`src/rtl/ep0_pkg.sv`:
```
// Shared types and constants for the EP0 control sequencer
package ep0_pkg;
    localparam int MAX_PACKET_DEF     = 64;
    localparam int NUM_ENDPOINTS_DEF  = 16;
    localparam int MAX_INTERFACES_DEF = 8;

    localparam logic [1:0] KIND_SETUP = 2'd0;
    localparam logic [1:0] KIND_DONE  = 2'd1;
    localparam logic [1:0] KIND_RESET = 2'd2;

    localparam logic [2:0] ACT_NONE     = 3'd0;
    localparam logic [2:0] ACT_SEND_IN  = 3'd1;
    localparam logic [2:0] ACT_ARM_OUT  = 3'd2;
    localparam logic [2:0] ACT_STALL    = 3'd3;
    localparam logic [2:0] ACT_FWD_REQ  = 3'd4;
    localparam logic [2:0] ACT_FWD_DATA = 3'd5;
    localparam logic [2:0] ACT_ADDRESS  = 3'd6;
    localparam logic [2:0] ACT_NOTIFY   = 3'd7;

    localparam logic [2:0] SRC_DEVICE = 3'd0;
    localparam logic [2:0] SRC_CONFIG = 3'd1;
    localparam logic [2:0] SRC_STRING = 3'd2;
    localparam logic [2:0] SRC_ZERO   = 3'd3;
    localparam logic [2:0] SRC_HID    = 3'd4;
    localparam logic [2:0] SRC_NONE   = 3'd5;

    localparam logic [1:0] REG_DEVICE_LEN = 2'd0;
    localparam logic [1:0] REG_CONFIG_LEN = 2'd1;
    localparam logic [1:0] REG_HID_LEN    = 2'd2;

    localparam logic [7:0] REQ_GET_STATUS     = 8'h00;
    localparam logic [7:0] REQ_CLEAR_FEATURE  = 8'h01;
    localparam logic [7:0] REQ_SET_ADDRESS    = 8'h05;
    localparam logic [7:0] REQ_GET_DESCRIPTOR = 8'h06;
    localparam logic [7:0] REQ_SET_CONFIG     = 8'h09;
    localparam logic [7:0] REQ_SET_INTERFACE  = 8'h0B;

    localparam logic [11:0] STRING_DESC_LEN = 12'd12;
    localparam logic [6:0]  CLEAR_EP_LEN    = 7'd16;

    // Classified operation handed from front to back
    typedef enum logic [3:0] {
        OP_NONE,
        OP_STALL,
        OP_START_IN,
        OP_SET_ADDR,
        OP_SET_CONF,
        OP_ACK,
        OP_CLEAR_EP2,
        OP_FWD_IN,
        OP_FWD_OUT0,
        OP_ARM_DATA,
        OP_EP0_IN_DONE,
        OP_EP0_OUT_DONE,
        OP_NOTIFY_EP,
        OP_BUS_RESET
    } op_t;

    typedef struct packed {
        op_t         op;
        logic [2:0]  src;
        logic [11:0] len;
        logic [6:0]  addr;
        logic        conf;
        logic [3:0]  ep;
        logic        dir_in;
        logic [6:0]  dlen;
        logic        accepts;
        logic [7:0]  rt;
        logic [7:0]  itf;
    } cmd_t;

    typedef struct packed {
        logic [2:0]  action;
        logic [2:0]  data_source;
        logic [11:0] byte_offset;
        logic [6:0]  packet_len;
        logic        data_pid;
        logic [3:0]  target_ep;
        logic        target_in;
        logic [6:0]  new_address;
        logic        is_configured;
        logic        last_result;
    } res_t;

    typedef enum logic [1:0] {
        ST_IDLE,
        ST_R1,
        ST_R2
    } bstate_t;
endpackage

```
`src/rtl/ep0_front.sv`:
```
// Front end: latches config registers and classifies control events
module ep0_front
    import ep0_pkg::*;
#(
    parameter int MAX_PACKET     = MAX_PACKET_DEF,
    parameter int NUM_ENDPOINTS  = NUM_ENDPOINTS_DEF,
    parameter int MAX_INTERFACES = MAX_INTERFACES_DEF
)
(
    input  logic        clk,
    input  logic        rst_n,
    input  logic        cfg_we,
    input  logic [1:0]  cfg_index,
    input  logic [11:0] cfg_data,
    input  logic [1:0]  req_type,
    input  logic [7:0]  request_type_byte,
    input  logic [7:0]  request_code,
    input  logic [15:0] value_word,
    input  logic [15:0] index_word,
    input  logic [15:0] length_word,
    input  logic [3:0]  ep_number,
    input  logic        ep_is_in,
    input  logic [6:0]  done_len,
    input  logic        class_accepts,
    output cmd_t        cmd
);
    logic [7:0]  dev_len_reg;
    logic [11:0] conf_len_reg;
    logic [11:0] hid_len_reg;

    always_ff @(posedge clk or negedge rst_n)
    begin
        if (!rst_n)
        begin
            dev_len_reg  <= 8'd18;
            conf_len_reg <= 12'd9;
            hid_len_reg  <= 12'd0;
        end
        else if (cfg_we)
        begin
            case (cfg_index)
                REG_DEVICE_LEN: dev_len_reg  <= cfg_data[7:0];
                REG_CONFIG_LEN: conf_len_reg <= cfg_data;
                REG_HID_LEN:    hid_len_reg  <= cfg_data;
                default: ;
            endcase
        end
    end

    function automatic logic [11:0] min12(input logic [15:0] a, input logic [11:0] b);
        min12 = (a < {4'd0, b}) ? a[11:0] : b;
    endfunction

    logic [4:0] recip;
    logic       dir_in;
    logic [7:0] dtype;
    logic [1:0] rtype;
    logic       itf_ok;

    always_comb
    begin
        recip  = request_type_byte[4:0];
        dir_in = request_type_byte[7];
        rtype  = request_type_byte[6:5];
        dtype  = value_word[15:8];
        itf_ok = ({24'd0, index_word[7:0]} < 32'(MAX_INTERFACES));
        cmd         = '0;
        cmd.op      = OP_NONE;
        cmd.src     = SRC_NONE;
        cmd.ep      = ep_number;
        cmd.dir_in  = ep_is_in;
        cmd.dlen    = done_len;
        cmd.accepts = class_accepts;
        cmd.rt      = request_type_byte;
        cmd.itf     = index_word[7:0];
        cmd.addr    = value_word[6:0];
        cmd.conf    = value_word[0];
        case (req_type)
            KIND_SETUP:
            begin
                cmd.op = OP_STALL;
                if (rtype == 2'd0)
                begin
                    if (recip == 5'd0)
                    begin
                        if (dir_in)
                        begin
                            if (request_code == REQ_GET_STATUS)
                            begin
                                cmd.op = OP_START_IN; cmd.src = SRC_ZERO; cmd.len = 12'd2;
                            end
                            else if (request_code == REQ_GET_DESCRIPTOR && dtype == 8'd1)
                            begin
                                cmd.op = OP_START_IN; cmd.src = SRC_DEVICE;
                                cmd.len = min12(length_word, {4'd0, dev_len_reg});
                            end
                            else if (request_code == REQ_GET_DESCRIPTOR && dtype == 8'd2)
                            begin
                                cmd.op = OP_START_IN; cmd.src = SRC_CONFIG;
                                cmd.len = min12(length_word, conf_len_reg);
                            end
                            else if (request_code == REQ_GET_DESCRIPTOR && dtype == 8'd3)
                            begin
                                cmd.op = OP_START_IN; cmd.src = SRC_STRING;
                                cmd.len = min12(length_word, STRING_DESC_LEN);
                            end
                        end
                        else if (request_code == REQ_SET_ADDRESS)
                            cmd.op = OP_SET_ADDR;
                        else if (request_code == REQ_SET_CONFIG && value_word[7:1] == 7'd0)
                            cmd.op = OP_SET_CONF;
                    end
                    else if (recip == 5'd1)
                    begin
                        if (!dir_in)
                        begin
                            if (request_code == REQ_SET_INTERFACE && itf_ok && class_accepts)
                                cmd.op = OP_ACK;
                        end
                        else if (request_code == REQ_GET_STATUS)
                        begin
                            cmd.op = OP_START_IN; cmd.src = SRC_ZERO; cmd.len = 12'd2;
                        end
                        else if (request_code == REQ_GET_DESCRIPTOR && dtype == 8'h22
                                 && hid_len_reg != 12'd0)
                        begin
                            cmd.op = OP_START_IN; cmd.src = SRC_HID;
                            cmd.len = min12(length_word, hid_len_reg);
                        end
                    end
                    else if (recip == 5'd2)
                    begin
                        if (request_code == REQ_CLEAR_FEATURE && index_word == 16'h0082
                            && NUM_ENDPOINTS > 2)
                            cmd.op = OP_CLEAR_EP2;
                    end
                end
                else if (rtype != 2'd3 && itf_ok)
                begin
                    if (dir_in)
                        cmd.op = OP_FWD_IN;
                    else if (length_word == 16'd0)
                        cmd.op = OP_FWD_OUT0;
                    else if (length_word <= 16'(MAX_PACKET))
                    begin
                        cmd.op = OP_ARM_DATA; cmd.len = length_word[11:0];
                    end
                end
            end
            KIND_DONE:
            begin
                if ({28'd0, ep_number} < 32'(NUM_ENDPOINTS))
                begin
                    if (ep_number != 4'd0)
                        cmd.op = OP_NOTIFY_EP;
                    else if (ep_is_in)
                        cmd.op = OP_EP0_IN_DONE;
                    else if (done_len != 7'd0)
                        cmd.op = OP_EP0_OUT_DONE;
                end
            end
            KIND_RESET: cmd.op = OP_BUS_RESET;
            default: cmd.op = OP_NONE;
        endcase
    end
endmodule

```
`src/rtl/ep0_queue.sv`:
```
// Small FIFO between the classifier and the sequencer
module ep0_queue
    import ep0_pkg::*;
#(
    parameter int WIDTH = 8,
    parameter int DEPTH = 2
)
(
    input  logic             clk,
    input  logic             rst_n,
    input  logic             push,
    input  logic [WIDTH-1:0] wdata,
    output logic             full,
    input  logic             pop,
    output logic [WIDTH-1:0] rdata,
    output logic             empty
);
    localparam int AW = (DEPTH > 1) ? $clog2(DEPTH) : 1;
    logic [WIDTH-1:0] mem_reg [DEPTH];
    logic [AW-1:0] wp_reg, rp_reg;
    logic [AW:0]   cnt_reg;

    assign full  = (cnt_reg == (AW+1)'(DEPTH));
    assign empty = (cnt_reg == '0);
    assign rdata = mem_reg[rp_reg];

    always_ff @(posedge clk)
    begin
        if (push && !full)
            mem_reg[wp_reg] <= wdata;
    end

    always_ff @(posedge clk or negedge rst_n)
    begin
        if (!rst_n)
        begin
            wp_reg <= '0; rp_reg <= '0; cnt_reg <= '0;
        end
        else
        begin
            if (push && !full)
                wp_reg <= (wp_reg == AW'(DEPTH-1)) ? '0 : wp_reg + 1'b1;
            if (pop && !empty)
                rp_reg <= (rp_reg == AW'(DEPTH-1)) ? '0 : rp_reg + 1'b1;
            cnt_reg <= cnt_reg + (AW+1)'(push && !full) - (AW+1)'(pop && !empty);
        end
    end
endmodule

```
`src/rtl/ep0_back.sv`:
```
// Back end: executes classified commands and emits up to three results
module ep0_back
    import ep0_pkg::*;
#(
    parameter int MAX_PACKET    = MAX_PACKET_DEF,
    parameter int NUM_ENDPOINTS = NUM_ENDPOINTS_DEF
)
(
    input  logic  clk,
    input  logic  rst_n,
    input  cmd_t  cmd,
    input  logic  cmd_empty,
    output logic  cmd_pop,
    output res_t  res,
    output logic  res_valid,
    input  logic  res_ready
);
    localparam logic [6:0] MP = 7'(MAX_PACKET);

    logic [2:0]  src_reg, src_next;
    logic [11:0] total_reg, total_next;
    logic [11:0] sent_reg, sent_next;
    logic [NUM_ENDPOINTS-1:0] tin_reg, tin_next, tout_reg, tout_next;
    logic [6:0]  paddr_reg, paddr_next;
    logic        awt_reg, awt_next;
    logic        conf_reg, conf_next;
    logic [7:0]  srt_reg, srt_next;
    logic [7:0]  sitf_reg, sitf_next;
    // last EP0 IN packet of the transfer was a full one
    logic        lfull_reg, lfull_next;
    bstate_t     st_reg, st_next;
    res_t        r0, r1, r2, r1_reg, r1_next, r2_reg, r2_next;
    logic [1:0]  n_res;

    // output register
    res_t        out_reg, out_next;
    logic        ov_reg, ov_next;
    logic        load;

    function automatic res_t blank();
        res_t r;
        r = '0;
        r.data_source = SRC_NONE;
        return r;
    endfunction

    logic [11:0] rem, newsent;
    logic [6:0]  psize;
    logic        tog0;

    assign res       = out_reg;
    assign res_valid = ov_reg;
    assign load      = !ov_reg || res_ready;

    always_comb
    begin
        src_next = src_reg; total_next = total_reg; sent_next = sent_reg;
        tin_next = tin_reg; tout_next = tout_reg; paddr_next = paddr_reg;
        awt_next = awt_reg; conf_next = conf_reg; srt_next = srt_reg;
        sitf_next = sitf_reg; lfull_next = lfull_reg;
        r0 = blank(); r1 = blank(); r2 = blank(); n_res = 2'd0;
        rem = '0; psize = '0; newsent = '0; tog0 = 1'b0;
        case (cmd.op)
            OP_STALL:
            begin
                r0.action = ACT_STALL; n_res = 2'd1;
            end
            OP_START_IN, OP_SET_ADDR, OP_SET_CONF, OP_ACK:
            begin
                if (cmd.op == OP_START_IN)
                begin
                    src_next = cmd.src; total_next = cmd.len;
                end
                else
                begin
                    src_next = SRC_NONE; total_next = '0;
                end
                if (cmd.op == OP_SET_ADDR)
                begin
                    paddr_next = cmd.addr; awt_next = 1'b1;
                end
                if (cmd.op == OP_SET_CONF)
                    conf_next = cmd.conf;
                psize = (total_next > 12'(MAX_PACKET)) ? MP : total_next[6:0];
                r0.action = ACT_SEND_IN; r0.data_source = src_next;
                r0.packet_len = psize; r0.data_pid = 1'b1; r0.target_in = 1'b1;
                tin_next[0] = 1'b0; sent_next = {5'd0, psize};
                lfull_next = (psize == MP);
                n_res = 2'd1;
            end
            OP_CLEAR_EP2:
            begin
                r0.action = ACT_SEND_IN; r0.data_source = SRC_ZERO;
                r0.packet_len = CLEAR_EP_LEN; r0.target_ep = 4'd2; r0.target_in = 1'b1;
                r1.action = ACT_ARM_OUT; r1.packet_len = CLEAR_EP_LEN; r1.target_ep = 4'd2;
                tin_next[2 % NUM_ENDPOINTS] = 1'b1;
                tout_next[2 % NUM_ENDPOINTS] = 1'b1;
                r2.action = ACT_SEND_IN; r2.data_pid = 1'b1; r2.target_in = 1'b1;
                tin_next[0] = 1'b0;
                src_next = SRC_NONE; total_next = '0; sent_next = '0;
                n_res = 2'd3;
            end
            OP_FWD_IN:
            begin
                r0.action = ACT_FWD_REQ; r0.target_in = 1'b1; n_res = 2'd1;
                if (!cmd.accepts)
                begin
                    r1.action = ACT_STALL; n_res = 2'd2;
                end
            end
            OP_FWD_OUT0:
            begin
                r0.action = ACT_FWD_REQ; n_res = 2'd2;
                if (cmd.accepts)
                begin
                    r1.action = ACT_SEND_IN; r1.data_pid = 1'b1; r1.target_in = 1'b1;
                    tin_next[0] = 1'b0; src_next = SRC_NONE;
                    total_next = '0; sent_next = '0;
                end
                else
                    r1.action = ACT_STALL;
            end
            OP_ARM_DATA:
            begin
                srt_next = cmd.rt; sitf_next = cmd.itf;
                r0.action = ACT_ARM_OUT; r0.packet_len = cmd.len[6:0]; r0.data_pid = 1'b1;
                tout_next[0] = 1'b0; n_res = 2'd1;
            end
            OP_EP0_IN_DONE:
            begin
                n_res = 2'd1;
                if (awt_reg)
                begin
                    r0.action = ACT_ADDRESS; r0.new_address = paddr_reg; awt_next = 1'b0;
                end
                else if (sent_reg < total_reg || (total_reg != '0 && lfull_reg))
                begin
                    if (sent_reg < total_reg)
                    begin
                        rem = total_reg - sent_reg;
                        psize = (rem > 12'(MAX_PACKET)) ? MP : rem[6:0];
                        newsent = sent_reg + {5'd0, psize};
                        r0.data_source = src_reg; r0.byte_offset = sent_reg;
                        lfull_next = (psize == MP);
                    end
                    else
                    begin
                        // exact multiple of a packet: close with a zero-length packet
                        src_next = SRC_NONE; total_next = '0; newsent = '0;
                        lfull_next = 1'b0;
                    end
                    tog0 = tin_reg[0];
                    r0.action = ACT_SEND_IN; r0.packet_len = psize; r0.data_pid = tog0;
                    r0.target_in = 1'b1; tin_next[0] = ~tog0; sent_next = newsent;
                end
                else
                begin
                    r0.action = ACT_ARM_OUT; r0.data_pid = 1'b1; tout_next[0] = 1'b0;
                    r1.action = ACT_NOTIFY; r1.target_in = 1'b1; n_res = 2'd2;
                end
            end
            OP_EP0_OUT_DONE:
            begin
                n_res = 2'd1; r0.action = ACT_STALL;
                if (srt_reg[6:5] == 2'd1 || srt_reg[6:5] == 2'd2)
                begin
                    r0.action = ACT_FWD_DATA;
                    r0.packet_len = (cmd.dlen > MP) ? MP : cmd.dlen;
                    n_res = 2'd2;
                    if (cmd.accepts)
                    begin
                        r1.action = ACT_SEND_IN; r1.data_pid = 1'b1; r1.target_in = 1'b1;
                        tin_next[0] = 1'b0; src_next = SRC_NONE;
                        total_next = '0; sent_next = '0;
                    end
                    else
                        r1.action = ACT_STALL;
                end
            end
            OP_NOTIFY_EP:
            begin
                r0.action = ACT_NOTIFY; r0.target_ep = cmd.ep; r0.target_in = cmd.dir_in;
                r0.packet_len = cmd.dir_in ? 7'd0 : cmd.dlen; n_res = 2'd1;
            end
            OP_BUS_RESET:
            begin
                paddr_next = '0; awt_next = 1'b0; conf_next = 1'b0;
                tin_next = '0; tout_next = '0;
                r0.action = ACT_ADDRESS; n_res = 2'd1;
            end
            default: n_res = 2'd0;
        endcase
        r0.is_configured = conf_next; r1.is_configured = conf_next;
        r2.is_configured = conf_next;
        r0.last_result = (n_res == 2'd1);
        r1.last_result = (n_res == 2'd2);
        r2.last_result = 1'b1;
    end

    // sequencer: command taken in IDLE, further results drained in R1/R2
    always_comb
    begin
        st_next = st_reg;
        case (st_reg)
            ST_IDLE:
                if (!cmd_empty && load && n_res > 2'd1)
                    st_next = ST_R1;
            ST_R1:
                if (load)
                    st_next = r2_reg.action != ACT_NONE ? ST_R2 : ST_IDLE;
            ST_R2:
                if (load)
                    st_next = ST_IDLE;
            default: st_next = ST_IDLE;
        endcase
    end

    always_comb
    begin
        cmd_pop  = 1'b0;
        out_next = out_reg;
        ov_next  = ov_reg && !res_ready;
        r1_next  = r1_reg;
        r2_next  = r2_reg;
        case (st_reg)
            ST_IDLE:
                if (!cmd_empty && load)
                begin
                    cmd_pop = 1'b1;
                    if (n_res != 2'd0)
                    begin
                        out_next = r0; ov_next = 1'b1;
                    end
                    r1_next = r1;
                    r2_next = (n_res == 2'd3) ? r2 : blank();
                end
            ST_R1:
                if (load)
                begin
                    out_next = r1_reg; ov_next = 1'b1;
                end
            ST_R2:
                if (load)
                begin
                    out_next = r2_reg; ov_next = 1'b1;
                end
            default: ;
        endcase
    end

    always_ff @(posedge clk)
    begin
        out_reg <= out_next;
        r1_reg  <= r1_next;
        r2_reg  <= r2_next;
    end

    always_ff @(posedge clk or negedge rst_n)
    begin
        if (!rst_n)
        begin
            st_reg <= ST_IDLE; ov_reg <= 1'b0;
            src_reg <= SRC_NONE; total_reg <= '0; sent_reg <= '0;
            tin_reg <= '0; tout_reg <= NUM_ENDPOINTS'(1);
            paddr_reg <= '0; awt_reg <= 1'b0; conf_reg <= 1'b0;
            srt_reg <= '0; sitf_reg <= '0; lfull_reg <= 1'b0;
        end
        else
        begin
            st_reg <= st_next; ov_reg <= ov_next;
            if (cmd_pop)
            begin
                src_reg <= src_next; total_reg <= total_next; sent_reg <= sent_next;
                tin_reg <= tin_next; tout_reg <= tout_next;
                paddr_reg <= paddr_next; awt_reg <= awt_next; conf_reg <= conf_next;
                srt_reg <= srt_next; sitf_reg <= sitf_next; lfull_reg <= lfull_next;
            end
        end
    end
endmodule

```
`src/rtl/usb_ep0_control_sequencer_unit.sv`:
```
// Top level of the USB EP0 control sequencer
// An event is decoded combinationally and written into a two-entry command
// queue at the edge that accepts it; the back end takes the command when it is
// idle and its output register can load, and loads its first result into
// that register, which drives the ports. Further results follow one per cycle
// (up to three per event) while pop keeps up. An event that yields no result
// is still taken from the queue by the back end. The input stalls only while
// the queue is full. Config writes land in the front end at once.
module usb_ep0_control_sequencer_unit
    import ep0_pkg::*;
#(
    parameter int MAX_PACKET     = MAX_PACKET_DEF,
    parameter int NUM_ENDPOINTS  = NUM_ENDPOINTS_DEF,
    parameter int MAX_INTERFACES = MAX_INTERFACES_DEF
)
(
    input  logic        clk,
    input  logic        rst_n,
    input  logic        cfg_we,
    input  logic [1:0]  cfg_index,
    input  logic [11:0] cfg_data,
    input  logic        push,
    output logic        full,
    input  logic [1:0]  req_type,
    input  logic [7:0]  request_type_byte,
    input  logic [7:0]  request_code,
    input  logic [15:0] value_word,
    input  logic [15:0] index_word,
    input  logic [15:0] length_word,
    input  logic [3:0]  ep_number,
    input  logic        ep_is_in,
    input  logic [6:0]  done_len,
    input  logic        class_accepts,
    output logic        empty,
    input  logic        pop,
    output logic [2:0]  action,
    output logic [2:0]  data_source,
    output logic [11:0] byte_offset,
    output logic [6:0]  packet_len,
    output logic        data_pid,
    output logic [3:0]  target_ep,
    output logic        target_in,
    output logic [6:0]  new_address,
    output logic        is_configured,
    output logic        last_result
);
    cmd_t cmd_in, cmd_out;
    logic cmd_empty, cmd_pop, res_valid;
    res_t res;

    ep0_front #(.MAX_PACKET(MAX_PACKET), .NUM_ENDPOINTS(NUM_ENDPOINTS),
                .MAX_INTERFACES(MAX_INTERFACES)) u_front (
        .clk, .rst_n, .cfg_we, .cfg_index, .cfg_data, .req_type, .request_type_byte,
        .request_code, .value_word, .index_word, .length_word, .ep_number,
        .ep_is_in, .done_len, .class_accepts, .cmd(cmd_in));

    ep0_queue #(.WIDTH($bits(cmd_t)), .DEPTH(2)) u_queue (
        .clk, .rst_n, .push, .wdata(cmd_in), .full, .pop(cmd_pop),
        .rdata(cmd_out), .empty(cmd_empty));

    ep0_back #(.MAX_PACKET(MAX_PACKET), .NUM_ENDPOINTS(NUM_ENDPOINTS)) u_back (
        .clk, .rst_n, .cmd(cmd_out), .cmd_empty, .cmd_pop, .res, .res_valid,
        .res_ready(pop));

    assign empty         = !res_valid;
    assign action        = res.action;
    assign data_source   = res.data_source;
    assign byte_offset   = res.byte_offset;
    assign packet_len    = res.packet_len;
    assign data_pid      = res.data_pid;
    assign target_ep     = res.target_ep;
    assign target_in     = res.target_in;
    assign new_address   = res.new_address;
    assign is_configured = res.is_configured;
    assign last_result   = res.last_result;
endmodule

```
`config.mk`:
```
export PLATFORM = sky130hd
export DESIGN_NAME = usb_ep0_control_sequencer_unit
export DESIGN_NICKNAME = d
export VERILOG_FILES = /design/src/rtl/ep0_pkg.sv /design/src/rtl/ep0_front.sv /design/src/rtl/ep0_queue.sv /design/src/rtl/ep0_back.sv /design/src/rtl/usb_ep0_control_sequencer_unit.sv
export SDC_FILE = /design/constraint.sdc
export NUM_CORES = 1
export LEC_CHECK = 0
export BUFFER_PORTS_ARGS = -buffer_cell sky130_fd_sc_hd__buf_2
export CORE_MARGIN = 4
export CORE_UTILIZATION = 40
export DETAILED_ROUTE_END_ITERATION = 8
export GPL_TIMING_DRIVEN = 0
export SLEW_MARGIN = 10
export SYNTH_ARGS = -nofsm -noshare
export SYNTH_HDL_FRONTEND = slang
export SYNTH_HIERARCHICAL = 1
export SYNTH_SLANG_ARGS = --single-unit
```
`constraint.sdc`:
```
create_clock -name clk -period 6.02 [get_ports clk]
set_input_delay 0.602 -clock clk [delete_from_list [all_inputs] [get_ports clk]]
set_output_delay 0.602 -clock clk [all_outputs]
set_load 0.005 [all_outputs]
```
==> results.toml <==
[clock_tree]
cts_post_setup_buffers_inserted = 0
cts_buffers = 24
cts_max_level = 1
clockBufferDepth = 3
cts_tree = "yes"
cts_resized = 0
clk_pin_slew_worst_paths_ps = 60
cts-root-buf = "clkbuf_16"
insertion_delay_ps = 520
ctsHoldBuffers = 0
cts.sinks = 214

[sta]
final-setup-viol-count = 0
slew_headroom = 0.326
fin_crit_sh = 0.894
clock.fmax_ghz = 0.186
worstMarginPinSlew_ps = 1000
fin_skew_ps = 15.3
slew_violations = 0
final_hold_viol_count = 0
min_period_ps = 5380
rsz0062_at_grt = "false"

[finish]
mostFrequentLayoutCells = "buf_2, edfxtp_1, nand2_1"
largest_reg_flops = 84
drive_gt1_frac = 0.245
n_antenna_cell = 0
area_growth_pct = 16.5
final_util = 0.476
finalInstanceArea_um2 = 14700
n_fill_cell = 2931
layout_commonest_cell = "buf_2"
nNetsFinal = 1508

[floorplan]
num_rows = 64
die_h_um = 186
start_util = 0.409
core_um2 = 30900
io_pins = 140
die_w_um = 186
die-area_um2 = 34500

[critical_path]
crit_family = "compound AO/OA/AOI/OAI gates"
cpMaxStageDelayCell = "a2111o_1"
cp.arrival_ps = 5780
crit_fanout = 10
slowest_delay_ps = 440
worstSetupPathType = "reg2reg"
cp_num_buf_inv = 5
cp-start-kind = "register"
endpoint_kind = "register"
cp_cell_sequence = "clkbuf_1 > inv_1 > ha_1 > buf_6 > and3b_4 > o21ai_2 > nand3_1 > o41a_1 > a211o_1 > clkbuf_2 > nor2_4 > inv_1 > nor2_1 > fa_1 > o21ai_0 > o21ai_0 > a22oi_1 > and2_1 > a2111o_1 > o221ai_1 > nand4_1 > mux2i_1 > nand2_1"
required_ps = 6420

[global_route]
grtUsageMet3 = 0.0342
globalRouteOverflowTotal = 0
antenna_found_initial = 4
grt_pass1_vias = 9801
grt_max_degree = 47
grt_pass1_wl_um = 53600
grtUsageMet2 = 0.314
grt_use_total = 0.193
busiest_layer = "met2"
met1_usage = 0.272

[synthesis]
synth_area_um2 = 12600
synth_nets = 1343
syn-mean-instance-area_um2 = 10.6
yosysWarnings = 6
postSynthCellCount = 1193

[routing]
wl_per_cell_um = 19.0
remaining_drc_errors = 0
first_iter_violations = 787
drtAntennaViolNets = 0
drtPass1Iterations = 5
viasPerCell = 5.68
vias = 10100
drt_wl_total_um = 33700

[outcome]
status = "completed"

[power_and_ir_drop]
design_power_total_uw = 7400
pwr_density_cell_nw_per_um2 = 503
p_leak_uw = 0.00590
irDropWorstVdd_mv = 0.198

[flow_run]
drv_cap = 0

[place]
port_buffers = 135
place_area_um2 = 13900
post-dp-hpwl_um = 25900
place_congestion = 0.945

[hold_path]
min_path_type = "in2async"
==> through the flow <==
stage	hold WS (ps)	cells	setup WS [ps]	setup TNS (ps)
after global placement	466	1724	-873	-34790
after global routing	80.6	1771	262	0
after floorplan	306	1193	1170	0
after detailed placement	468	1728	737	0
after CTS	63.9	1771	711	0
final	61.5	1771	636	0
==> power breakdown <==
group	switching, uW	internal [uW]
Clock	586	873
Combinational	2230	1360
Sequential	200	2150
==> final cells by class <==
class	count	area, um2	share of cell area
flip-flops and latches	214	6040	0.410
multi-input cells	840	5960	0.405
repair buffers	139	766	0.0520
clock buffers	26	618	0.0420
well taps	396	495	0.0337
plain buffers	69	392	0.0266
inverters	70	263	0.0179
clock inverters	17	179	0.0122
==> worst register-to-register path: cells and delay by family (launching register included) <==
kind | cells | cell delay, ps
buffers and inverters | 5 | 1000
AOI/OAI and AO/OA | 8 | 1910
and+or+nand+nor | 7 | 1190
muxes | 1 | 180
DFF | 1 | 320
adders and majority gates | 2 | 670
==> routing by layer <==
metal | part of all wire | vias to the layer above
met5 | 0.0014 | -
met1 | 0.45 | 4830
met4 | 0.021 | 8
li1 | - | 4815
met2 | 0.46 | 351
met3 | 0.068 | 57
==> path summary, 6_finish.rpt <==
check	from	endpoint	slack, ps	cells past startpoint
max in group asynchronous	rst_n	u_front/conf_len_reg[3]	5280	2
worst max-delay path	u_back/sent_reg[2]	u_back/sent_reg[10]	640	23
worst min-delay path	rst_n	u_back/sent_reg[10]	60	1
worst min register to register	u_back/src_reg[1]	u_back/src_reg[1]	480	2
worst max register to register	u_back/sent_reg[2]	u_back/sent_reg[10]	640	23
min in group clk	value_word[0]	u_queue/mem_reg[0][30]	260	1
Power figures use the tool's default switching activity.
